`config.mk`:
```
export PLATFORM = sky130hd
export DESIGN_NAME = smema_div
export DESIGN_NICKNAME = d
export VERILOG_FILES = /design/src/rtl/core/smema_div.sv
export SDC_FILE = /design/constraint.sdc
export NUM_CORES = 1
export LEC_CHECK = 0
export BUFFER_PORTS_ARGS = -buffer_cell sky130_fd_sc_hd__buf_2
export CAP_MARGIN = 15
export CORE_UTILIZATION = 50
export DETAILED_ROUTE_END_ITERATION = 6
export PLACE_DENSITY_LB_ADDON = 0.1
export SYNTH_ARGS = -nofsm -noshare
export SYNTH_HDL_FRONTEND = slang
export SYNTH_SLANG_ARGS = --single-unit
```
`constraint.sdc`:
```
create_clock -name clk -period 5.6 [get_ports clk]
set_clock_uncertainty 0.15 [all_clocks]
set_input_delay 0.56 -clock clk [delete_from_list [all_inputs] [get_ports clk]]
set_output_delay 0.56 -clock clk [all_outputs]
set_load 0.1 [all_outputs]
```
`src/rtl/core/smema_div.sv`:
```
module smema_div #(
  parameter int NUM_W = 32,
  parameter int DEN_W = 9
) (
  input  logic             clk,
  input  logic             rst_n,
  input  logic             start,
  input  logic [NUM_W-1:0] num,
  input  logic [DEN_W-1:0] den,
  output logic             busy,
  output logic             done,
  output logic [NUM_W-1:0] quo
);

  localparam int NST = (NUM_W + 1) / 2;
  localparam int NB  = 2 * NST;
  localparam int CW  = $clog2(NST + 1);

  logic             busy_r, busy_nxt;
  logic             done_r, done_nxt;
  logic [CW-1:0]    cnt_r, cnt_nxt;
  logic [NB-1:0]    num_r, num_nxt;
  logic [NB-1:0]    quo_r, quo_nxt;
  logic [DEN_W-1:0] rem_r, rem_nxt;
  logic [DEN_W-1:0] den_r, den_nxt;

  // two restoring steps per cycle
  always_comb begin
    logic [DEN_W:0]   trial;
    logic [DEN_W-1:0] rem_t;
    logic [NB-1:0]    num_t;
    logic [NB-1:0]    quo_t;
    rem_t    = rem_r;
    num_t    = num_r;
    quo_t    = quo_r;
    trial    = '0;
    busy_nxt = busy_r;
    done_nxt = 1'b0;
    cnt_nxt  = cnt_r;
    den_nxt  = den_r;
    for (int k = 0; k < 2; k++) begin
      trial = {rem_t, num_t[NB-1]};
      num_t = {num_t[NB-2:0], 1'b0};
      if (trial >= {1'b0, den_r}) begin
        rem_t = DEN_W'(trial - {1'b0, den_r});
        quo_t = {quo_t[NB-2:0], 1'b1};
      end else begin
        rem_t = trial[DEN_W-1:0];
        quo_t = {quo_t[NB-2:0], 1'b0};
      end
    end
    num_nxt = num_t;
    quo_nxt = quo_t;
    rem_nxt = rem_t;
    if (start) begin
      busy_nxt = 1'b1;
      cnt_nxt  = CW'(NST);
      num_nxt  = NB'(num);
      quo_nxt  = '0;
      rem_nxt  = '0;
      den_nxt  = den;
    end else if (busy_r) begin
      cnt_nxt = cnt_r - 1'b1;
      if (cnt_r == CW'(1)) begin
        busy_nxt = 1'b0;
        done_nxt = 1'b1;
      end
    end else begin
      num_nxt = num_r;
      quo_nxt = quo_r;
      rem_nxt = rem_r;
    end
  end

  always_ff @(posedge clk) begin
    if (!rst_n) begin
      busy_r <= 1'b0;
      done_r <= 1'b0;
      cnt_r  <= '0;
    end else begin
      busy_r <= busy_nxt;
      done_r <= done_nxt;
      cnt_r  <= cnt_nxt;
    end
    num_r <= num_nxt;
    quo_r <= quo_nxt;
    rem_r <= rem_nxt;
    den_r <= den_nxt;
  end

  assign busy = busy_r;
  assign done = done_r;
  assign quo  = quo_r[NUM_W-1:0];

endmodule

```
# --- Word level (Yosys, flattened, before mapping) ---
# Index checks and enable logic that the tools add are counted.
classes:
  order_cmp: 2
  n_reduce_logical: 3
  eq_ne: 1
  n_mux: 12
  addsub: 3
  bitwise_logic: 2
op_table:
  columns: ["cell", "n"]
  rows:
  - ["2-to-1 mux 32 bit", 2]
  - ["greater-or-equal comparator 10 x 9 -> 1 bit", 2]
  - ["2-to-1 mux 9 bit", 2]
  - ["subtractor 9 bit", 2]
  - ["2-to-1 mux 5 bit", 2]
  - ["2-to-1 mux 1 bit", 6]
  - ["== test 5 x 1 -> 1 bit (second input constant)", 1]
  - ["subtractor 5 x 1 -> 5 bit (second input constant)", 1]
  - ["OR reduction 3 bit", 1]
  - ["inverter 1 bit", 2]
  - ["nonzero test 2 bit", 1]
  - ["OR reduction 2 bit", 1]
totals:
  ff_bits: 89
  elab_cells: 31

# --- Depth between registers and ports, before layout ---
# Gate-level depths: netlist of the first run.
depth:
  ltp_word: 4
  mapped_depth: 18
  mapped_depth_nobuf: 16

# --- Least setup slack after synthesis of the first run ---
# No wires, ideal clock.
synth_path:
  kind: "reg2reg"
  from: "register num_r[31]"
  to: "register rem_r[6]"
  setup_ns: 0.091
  required_ns: 5.359
  setup_slack_ns: 1.356
  stages_incl_launch_ff: 18
  arrival_time_ns: 4.003
  path_buffers: 2
  path_cell_list: "edfxtp_1 > inv_1 > ha_1 > inv_1 > fa_1 > a211oi_4 > o21ai_2 > a2111oi_2 > buf_6 > mux2_4 > ha_1 > a21oi_1 > a21oi_1 > nor3_1 > o221ai_2 > buf_6 > a21o_1 > a311oi_1"
synth_via:
  elab_chain_len: 4
synth_lines:
  columns: ["element", "line", "text"]
  rows:
  - ["from (decl)", "22", "logic [NB-1:0] num_r, num_nxt;"]
  - ["from (signal assigned)", "85", "num_r <= num_nxt;"]
  - ["subtractor 9 bit or greater-or-equal comparator 10 x 9 -> 1 bit (tied branches)", "45, 44", null]
  - ["2-to-1 mux 9 bit (*)", "44", "if (trial >= {1'b0, den_r}) begin"]
  - ["subtractor 9 bit or greater-or-equal comparator 10 x 9 -> 1 bit (tied branches)", "45, 44", null]
  - ["2-to-1 mux 9 bit (*)", "44", null]
  - ["to (signal assigned)", "87", "rem_r <= rem_nxt;"]
  - ["to (decl)", "24", "logic [DEN_W-1:0] rem_r, rem_nxt;"]
# Every way passes the cells marked *; elsewhere a longest branch is shown, timed or not.
# A chain may end at the register's enable or synchronous reset.

# --- Worst setup path in the final report of the first run ---
layout_path:
  from: "register num_r[31]"
  to: "register rem_r[0]"
layout_via:
  elab_chain_len: 4
layout_lines:
  columns: ["element", "line"]
  rows:
  - ["subtractor 9 bit or greater-or-equal comparator 10 x 9 -> 1 bit (tied branches)", "45, 44"]
  - ["2-to-1 mux 9 bit (*)", "44"]
  - ["greater-or-equal comparator 10 x 9 -> 1 bit (*)", "44"]
  - ["2-to-1 mux 9 bit (*)", "44"]
# Marks and branches as above.

==> results.toml, run 1 <==
[outcome]
outcome = "finished, final reports clean"

[drt]
wl_per_cell_um = 15.0
first_pass_iters = 4
drc_errors = 0
postRouteAntennaNets = 0
avgViaCountPerCell = 5.36
wl_mm = 8.49
vias = 3040
drtIter0Drc = 106

[die]
die-area_um2 = 9090
die_h_um = 95.3
io_pins = 78
rows = 33
fp.dieW_um = 95.3
coreArea_um2 = 8340
start_util = 0.522

[critical_path]
arrival_ns = 4.97
crit_buf_inv = 3
crit_required_ns = 5.72
worst_setup_path_start_kind = "flop"
worstSetupPathType = "reg -> reg"
critical_path.cell_chain = "inv_1, ha_1, inv_1, fa_1, a211oi_4, o21ai_2, a2111oi_2, buf_4, mux2_1, ha_1, nand3_1, a21oi_1, nor3_1, o221ai_2, mux2_2, a211oi_1"
cp_slowest_cell = "o221ai_2"
slowest_delay_ns = 0.62
crit_fanout = 13
cp-end-kind = "flop"
cp_top_family = "compound AO/OA/AOI/OAI gates"

[synthesis]
synth.top_cell.area_share = 0.283
avgSynthCellArea_um2 = 11.4
yosysSeqAreaShare = 0.503
ys_top_cells_by_area = "edfxtp_1, dfxtp_1, mux2i_1"
ys_seq_elements = 89
synthArstFlopShare = 0
synth_top_area_cell = "edfxtp_1"
syn_area_um2 = 4350
synth-edff-count = 41
yosys_warnings = 0
yosysUniqueCellTypes = 52
syn_nets = 447
post-synth-top-count-cell = "nor2_1"
yosys_most_used_dff = "dfxtp_1"
synth_commonest_cells = "nor2_1, dfxtp_1, edfxtp_1, mux2i_1, mux2_2"
syn_inst = 381

[finish]
fillCellCount = 750
antennaDiodeCount = 0
final_nets = 523
design_area_um2 = 5030
finalNonFillerCells = 567
drive_gt1_frac = 0.301
utilization = 0.603
syn_to_final_growth_pct = 15.6

[cts]
clk_latency_ns = 0.36
cts_tree = "built"
clockBufferDepth = 2
path_clk_slew_ns = 0.09
holdBufCountCts = 0
clock_sinks = 89
postCtsResizedCells = 0
cts_setup_buffers = 0
cts_max_level = 3
cts_buffers = 9
clock-root-buffer = "clkbuf_8"

[timing]
setup_violations = 0
period_minus_slack_ns = 4.85
tightestPinTransition_ns = 0.763
finalSetupTns_ns = 0
period_share = 0.866
hold_slack_ns = 0.226
worst_slack_ns = 0.749
slew_viol_final = 0
rsz0062_at_grt = "no"
hold_viol = 0
max_freq_mhz = 206
relSlewSlack = 0.492

[global_route]
overflow = 0
grt.total_usage = 0.200
grt_antenna_before_repair = 0
grt_pass1_wl_mm = 13.6
grt_max_degree = 63
grt_pass1_vias = 2946

[pwr]
p_comb_frac = 0.384
power_per_cell_area_nw_per_um2 = 389
vdd_drop_max_mv = 0.207
pwr-share-clk = 0.224
switchingPower_mw = 0.692
pwr-share-seq = 0.392
netSwitchingFraction = 0.353
power.internal_mw = 1.27
p_total_mw = 1.96
leakage_nw = 2.19

[min_path]
hold_path.class = "in -> reg"

[placed_design]
dp_hpwl_mm = 6.04
dpl-instance-area_um2 = 4830
io_buffers = 77
gp_congestion = 0.925
dp_cells = 551
dp_worst_setup_slack_ns = 0.739

[job]
maxCapViolCount = 0
[state kept, by name (all words and copies together), names as in the netlist]
register / flops
done: 1
quo: 32
den_r: 9
rem_r: 9
busy: 1
cnt_r: 5
num_r: 32
[worst register-to-register path, cell delays in order (launching register included)]
cell and delay (ns):
edfxtp_1 0.37, inv_1 0.08, ha_1 0.16, inv_1 0.06, fa_1 0.43, a211oi_4 0.32, o21ai_2 0.12, a2111oi_2 0.43
buf_4 0.28, mux2_1 0.36, ha_1 0.38, nand3_1 0.14, a21oi_1 0.15, nor3_1 0.10, o221ai_2 0.62, mux2_2 0.41
a211oi_1 0.22
[layer usage]
metal	up-vias	global-route usage	wire, um	part of all wire
met5	-	0	0	0
met4	0	0.0884	176	0.021
met3	14	0.0726	558	0.066
met2	66	0.304	3800	0.45
met1	1422	0.253	3960	0.47
li1	1538	-	-	-
[path summary, 6_finish.rpt]
kind / start / end / slack, ns / depth (start not counted)
worst max register to register: num_r[31] / rem_r[0] / 0.75 / 16
worst max-delay path: num_r[31] / rem_r[0] / 0.75 / 16
worst min register to register: quo[30] / quo[30] / 0.35 / 2
worst min-delay path: den[7] / den_r[7] / 0.23 / 1
[placed cells by master, fill, tap and decap left out, types with 2 or more instances in the layout]
master,netlist,final
or4b_2,2,2
o2111ai_1,2,2
inv_6,0,2
xnor2_1,5,5
xor2_1,5,5
mux2_2,32,32
nor2b_1,3,3
and2_1,2,2
nand2_1,11,11
dfxtp_1,48,47
fa_1,2,2
nor3_1,8,8
o21ai_0,5,5
inv_1,18,18
ha_1,20,20
buf_4,0,4
o31a_1,3,3
mux2i_1,36,36
buf_2,0,77
a21boi_0,2,2
nor2_1,59,59
a211oi_1,8,8
clkbuf_8,0,9
nand3_1,5,5
a21o_1,3,3
edfxtp_1,41,41
mux2_4,3,3
nand2b_1,2,2
o21a_1,4,4
a311oi_1,2,2
a211o_1,2,2
o22ai_1,2,2
a21oi_1,8,8
nand4_1,3,3
[logic make-up (layout without fill, tap and decap cells)]
family          count (synthesis)  count (layout)  share of synthesized area
buf+inv                        34             115                     0.0328
fa+ha+maj                      22              22                     0.0667
flops                          89              89                      0.503
xor+xnor                       10              10                     0.0201
compound gates                 52              52                     0.0928
simple gates                  102             102                      0.106
mux                            72              72                      0.178
[power groups by stage]
stage / logic, mW / clock network (mW) / registers (mW)
floorplan: 0.593 / 0 / 0.803
global placement: 0.731 / 0 / 0.784
detailed placement: 0.745 / 0 / 0.784
CTS: 0.750 / 0.457 / 0.769
global route: 0.827 / 0.478 / 0.775
finish: 0.753 / 0.438 / 0.768
[final cells by class]
cell class / count / area (um^2) / share of cell area
clock buffers: 10 / 149 / 0.0296
clock inverters: 6 / 56.3 / 0.0112
inverters: 18 / 67.6 / 0.0134
multi-input cells: 258 / 2020 / 0.401
flip-flops and latches: 89 / 2190 / 0.436
well taps: 105 / 131 / 0.0261
repair buffers: 81 / 415 / 0.0825
Power figures use the tool's default switching activity.
==> run 2: changes to the inputs <==
--- a/config.mk
+++ b/config.mk
@@ -9,7 +9,7 @@
 export CAP_MARGIN = 15
 export CORE_UTILIZATION = 50
 export DETAILED_ROUTE_END_ITERATION = 6
-export PLACE_DENSITY_LB_ADDON = 0.1
+export PLACE_DENSITY = 0.79
 export SYNTH_ARGS = -nofsm -noshare
 export SYNTH_HDL_FRONTEND = slang
 export SYNTH_SLANG_ARGS = --single-unit
==> run 2 against run 1 <==
Flip-flop and latch count stayed put. Maximum frequency decreased by 0.36%. Design area shrank 0.37%. Clock power down 4.6%. Highest routed layer unchanged.
==> results.toml, run 2 (synthesized netlist as in run 1, its figures left out) <==
[outcome]
outcome = "finished, final reports clean"

[pwr]
pwr-share-seq = 0.396
vdd_drop_max_mv = 0.237
leakage_nw = 2.19
netSwitchingFraction = 0.355
p_comb_frac = 0.389
power_per_cell_area_nw_per_um2 = 388
pwr-share-clk = 0.215
p_total_mw = 1.94
power.internal_mw = 1.25
switchingPower_mw = 0.690

[global_route]
grt_pass1_wl_mm = 14.3
overflow = 0
grt.total_usage = 0.206
grt_pass1_vias = 3041
grt_antenna_before_repair = 0
grt_max_degree = 83

[cts]
clk_latency_ns = 0.35
postCtsResizedCells = 0
clock-root-buffer = "clkbuf_8"
holdBufCountCts = 0
cts_buffers = 9
clockBufferDepth = 2
path_clk_slew_ns = 0.09
cts_tree = "built"
cts_setup_buffers = 0
cts_max_level = 3
clock_sinks = 89

[drt]
first_pass_iters = 4
postRouteAntennaNets = 0
drtIter0Drc = 158
avgViaCountPerCell = 5.45
wl_per_cell_um = 15.1
vias = 3090
drc_errors = 0
wl_mm = 8.58

[timing]
tightestPinTransition_ns = 0.884
slew_viol_final = 0
period_minus_slack_ns = 4.87
hold_viol = 0
relSlewSlack = 0.411
max_freq_mhz = 205
rsz0062_at_grt = "no"
period_share = 0.869
setup_violations = 0
finalSetupTns_ns = 0

[die]
die_h_um = 95.3
fp.dieW_um = 95.3
io_pins = 78
die-area_um2 = 9090
rows = 33
start_util = 0.522
coreArea_um2 = 8340

[placed_design]
dp_hpwl_mm = 6.11
gp_congestion = 0.882
io_buffers = 77

[finish]
fillCellCount = 691
ff_latch_area_um2 = 2190
mostFrequentLayoutCell = "buf_2"
antennaDiodeCount = 0
final_nets = 523
mostFrequentLayoutCells = "buf_2, nor2_1, dfxtp_1"
syn_to_final_growth_pct = 15.1
drive_gt1_frac = 0.301
multi_input_area_um2 = 2020

[job]
maxCapViolCount = 0

[critical_path]
arrival_ns = 4.98
worstSetupPathType = "reg -> reg"
cp-end-kind = "flop"
crit_required_ns = 5.71
crit_fanout = 13
worst_setup_path_start_kind = "flop"

[min_path]
hold_path.class = "in -> reg"
==> run 2: cell types whose count changed in the layout (fill, tap and decap cells not counted) <==
| cell | before | now |
|---|---|---|
| clkinvlp_4 | 1 | 0 |
| inv_8 | 0 | 1 |
| clkinv_8 | 1 | 0 |
| clkbuf_16 | 1 | 0 |
| clkinv_2 | 0 | 1 |
| clkbuf_8 | 9 | 10 |
==> run 2: per-layer routing <==
layer  vias to the layer above  GRT usage  share of wire
met5                         -          0              0
li1                       1533          -              -
met4                         0     0.0947          0.016
met3                        11     0.0415          0.055
met2                        85      0.323           0.48
met1                      1461      0.274           0.45
==> run 2: final timing paths <==
check	start	to	slack, ns	cells after the start
max	num_r[31]	rem_r[0]	0.73	16
min	den[2]	den_r[2]	0.23	1
max reg2reg	num_r[31]	rem_r[0]	0.73	16
min reg2reg	cnt_r[1]	cnt_r[1]	0.35	2
==> run 2: final cells by class <==
type / count / share of cell area
Clock buffer: 10 / 0.0275
Clock inverter: 6 / 0.00973
Inverter: 18 / 0.0135
Multi-Input combinational cell: 258 / 0.403
Sequential cell: 89 / 0.437
Tap cell: 105 / 0.0262
Timing Repair Buffer: 81 / 0.0829
==> run 2: power by group through the flow <==
stage               logic (mW)  registers (mW)  clock network (mW)
floorplan                0.593           0.803                   0
finish                   0.756           0.769               0.418
global route             0.832           0.775               0.457
global placement         0.722           0.782                   0
CTS                      0.749           0.769               0.428
detailed placement       0.742           0.784                   0
==> run 2: stage by stage <==
stage                util  worst slack (ns)  hold slack, ns  instances  cell area (um^2)
global placement    0.579             0.997           0.321        551              4830
CTS                 0.601             0.752           0.212        567              5010
floorplan               -              1.36           0.319        381              4350
finish              0.601             0.732           0.231        567              5010
detailed placement  0.579             0.812           0.339        551              4830
global route        0.601             0.354           0.217        567              5010
==> run 2: worst max-delay path: stages, from the launching register on <==
cell,delay (ns)
edfxtp_1,0.39
inv_1,0.09
ha_1,0.18
inv_1,0.06
fa_1,0.44
a211oi_4,0.33
o21ai_2,0.12
a2111oi_2,0.35
buf_4,0.27
mux2_4,0.33
ha_1,0.35
a21oi_1,0.29
a21oi_1,0.11
nor3_1,0.35
o221ai_2,0.40
mux2_2,0.38
a211oi_1,0.21
==> run 3: changes to the inputs <==
--- a/config.mk
+++ b/config.mk
@@ -5,7 +5,7 @@
 export SDC_FILE = /design/constraint.sdc
 export NUM_CORES = 1
 export LEC_CHECK = 0
-export BUFFER_PORTS_ARGS = -buffer_cell sky130_fd_sc_hd__buf_2
+export BUFFER_PORTS_ARGS = -buffer_cell sky130_fd_sc_hd__clkbuf_2
 export CAP_MARGIN = 15
 export CORE_UTILIZATION = 50
 export DETAILED_ROUTE_END_ITERATION = 6
==> run 3 against run 2 <==
Clock power up 5.0%. Highest routed layer unchanged. Utilization up 0.090 points. Non-clock buffer count unchanged. Largest power group unchanged.
==> results.toml, run 3 (synthesized netlist as in run 1, its figures left out) <==
[min_path]
min_path_cells = 1
hold_end = "den_r[2]"
hp-start = "den[2]"
hold_path.class = "in -> reg"

[finish]
syn_to_final_growth_pct = 15.3
mostFrequentLayoutCells = "clkbuf_2, nor2_1, dfxtp_1"
fillCellCount = 707
drive_gt1_frac = 0.297
final_nets = 523
mostFrequentLayoutCell = "clkbuf_2"
antennaDiodeCount = 0
finalNonFillerCells = 567

[drt]
vias = 3113
wl_per_cell_um = 14.9
drc_errors = 0
avgViaCountPerCell = 5.49
wl_mm = 8.44
postRouteAntennaNets = 0
drtIter0Drc = 203
first_pass_iters = 4

[timing]
hold_viol = 0
finalSetupTns_ns = 0
period_minus_slack_ns = 4.78
period_share = 0.854
slew_viol_final = 0
relSlewSlack = 0.406
worst_slack_ns = 0.819
tightestPinTransition_ns = 0.892
rsz0062_at_grt = "no"
setup_violations = 0
max_freq_mhz = 209

[pwr]
power_per_cell_area_nw_per_um2 = 389
pwr-share-seq = 0.394
pwr-share-clk = 0.225
leakage_nw = 2.17
p_comb_frac = 0.381
vdd_drop_max_mv = 0.212
power.internal_mw = 1.28
switchingPower_mw = 0.672
netSwitchingFraction = 0.344

[critical_path]
crit_fanout = 13
worstReg2RegStart = "num_r[31]"
crit_required_ns = 5.71
worstRegToRegCells = 16
cp-end-kind = "flop"
r2r_slack_ns = 0.82
worst_setup_path_start_kind = "flop"
worstSetupPathType = "reg -> reg"
arrival_ns = 4.89
timing.rr.end = "rem_r[0]"

[die]
coreArea_um2 = 8340
start_util = 0.522
die-area_um2 = 9090
die_h_um = 95.3
fp.dieW_um = 95.3
rows = 33
io_pins = 78

[placed_design]
io_buffers = 77
dp_worst_setup_slack_ns = 0.896
gp_congestion = 0.893
dp_hpwl_mm = 6.02
dp_cells = 551

[cts]
clk_latency_ns = 0.36
cts_tree = "built"
cts_buffers = 9
postCtsResizedCells = 0
path_clk_slew_ns = 0.09
clockBufferDepth = 2
cts_max_level = 3
cts_setup_buffers = 0
clock_sinks = 89
holdBufCountCts = 0
clock-root-buffer = "clkbuf_8"

[global_route]
grt_max_degree = 83
grt_antenna_before_repair = 0
grt_pass1_wl_mm = 13.9
grt.total_usage = 0.199
grt_pass1_vias = 3081
overflow = 0

[job]
maxCapViolCount = 0

[outcome]
outcome = "finished, final reports clean"
-- run 3: changes by cell type in the layout (fill, tap and decap cells not counted), sizes merged --
cell | previous run | this run
buf | 81 | 5
clkbuf | 10 | 86
bufinv | 0 | 1
inv | 22 | 21
-- run 3: metal layers --
| layer | GRT usage | vias up | wire, um |
|---|---|---|---|
| li1 | - | 1528 | - |
| met1 | 0.246 | 1490 | 3690 |
| met2 | 0.325 | 85 | 4040 |
| met3 | 0.0662 | 10 | 607 |
| met4 | 0.0669 | 0 | 104 |
| met5 | 0 | - | 0 |
-- run 3: power groups by stage --
| stage | Clock [mW] | Combinational (mW) | Sequential, mW |
|---|---|---|---|
| 2_1_floorplan | 0 | 0.593 | 0.803 |
| 3_3_place_gp | 0 | 0.719 | 0.782 |
| 3_5_place_dp | 0 | 0.735 | 0.783 |
| 4_1_cts | 0.446 | 0.739 | 0.769 |
| 5_1_grt | 0.473 | 0.818 | 0.775 |
| 6_report | 0.439 | 0.744 | 0.769 |
-- run 3: layout make-up --
cell class                 count  area (um^2)  share of cell area
sequential                    89         2190               0.437
multi-input combinational    258         2020               0.402
timing repair buffer          81          415              0.0827
tap                          105          131              0.0262
clock buffer                  10          128              0.0254
inverter                      18         67.6              0.0135
clock inverter                 6         66.3              0.0132
-- run 3: stage by stage --
step | total power [mW] | hold WS (ns) | area, um^2 | util
finish | 1.95 | 0.230 | 5020 | 0.602
global route | 2.07 | 0.210 | 5020 | 0.602
CTS | 1.95 | 0.217 | 5020 | 0.602
detailed placement | 1.52 | 0.337 | 4830 | 0.579
global placement | 1.50 | 0.326 | 4830 | 0.579
floorplan | 1.40 | 0.319 | 4350 | -
-- run 3: worst max path at each step --
stage,depth (start not counted),end,from,slack [ns]
after floorplan,17,rem_r[6],num_r[31],1.36
after global placement,16,rem_r[0],num_r[31],0.99
after detailed placement,16,rem_r[0],num_r[31],0.90
after CTS,16,rem_r[0],num_r[31],0.86
after global routing,16,rem_r[0],num_r[31],0.50
final,16,rem_r[0],num_r[31],0.82
-- run 3: critical path, cell delays in order (launching register included) --
cell and delay [ns]:
edfxtp_1 0.37, inv_1 0.08, ha_1 0.17, inv_1 0.06, fa_1 0.43, a211oi_4 0.31
o21ai_2 0.11, a2111oi_2 0.35, buf_4 0.26, mux2_4 0.33, ha_1 0.35, a21oi_1 0.30
a21oi_1 0.12, nor3_1 0.33, o221ai_2 0.38, mux2_2 0.38, a211oi_1 0.21
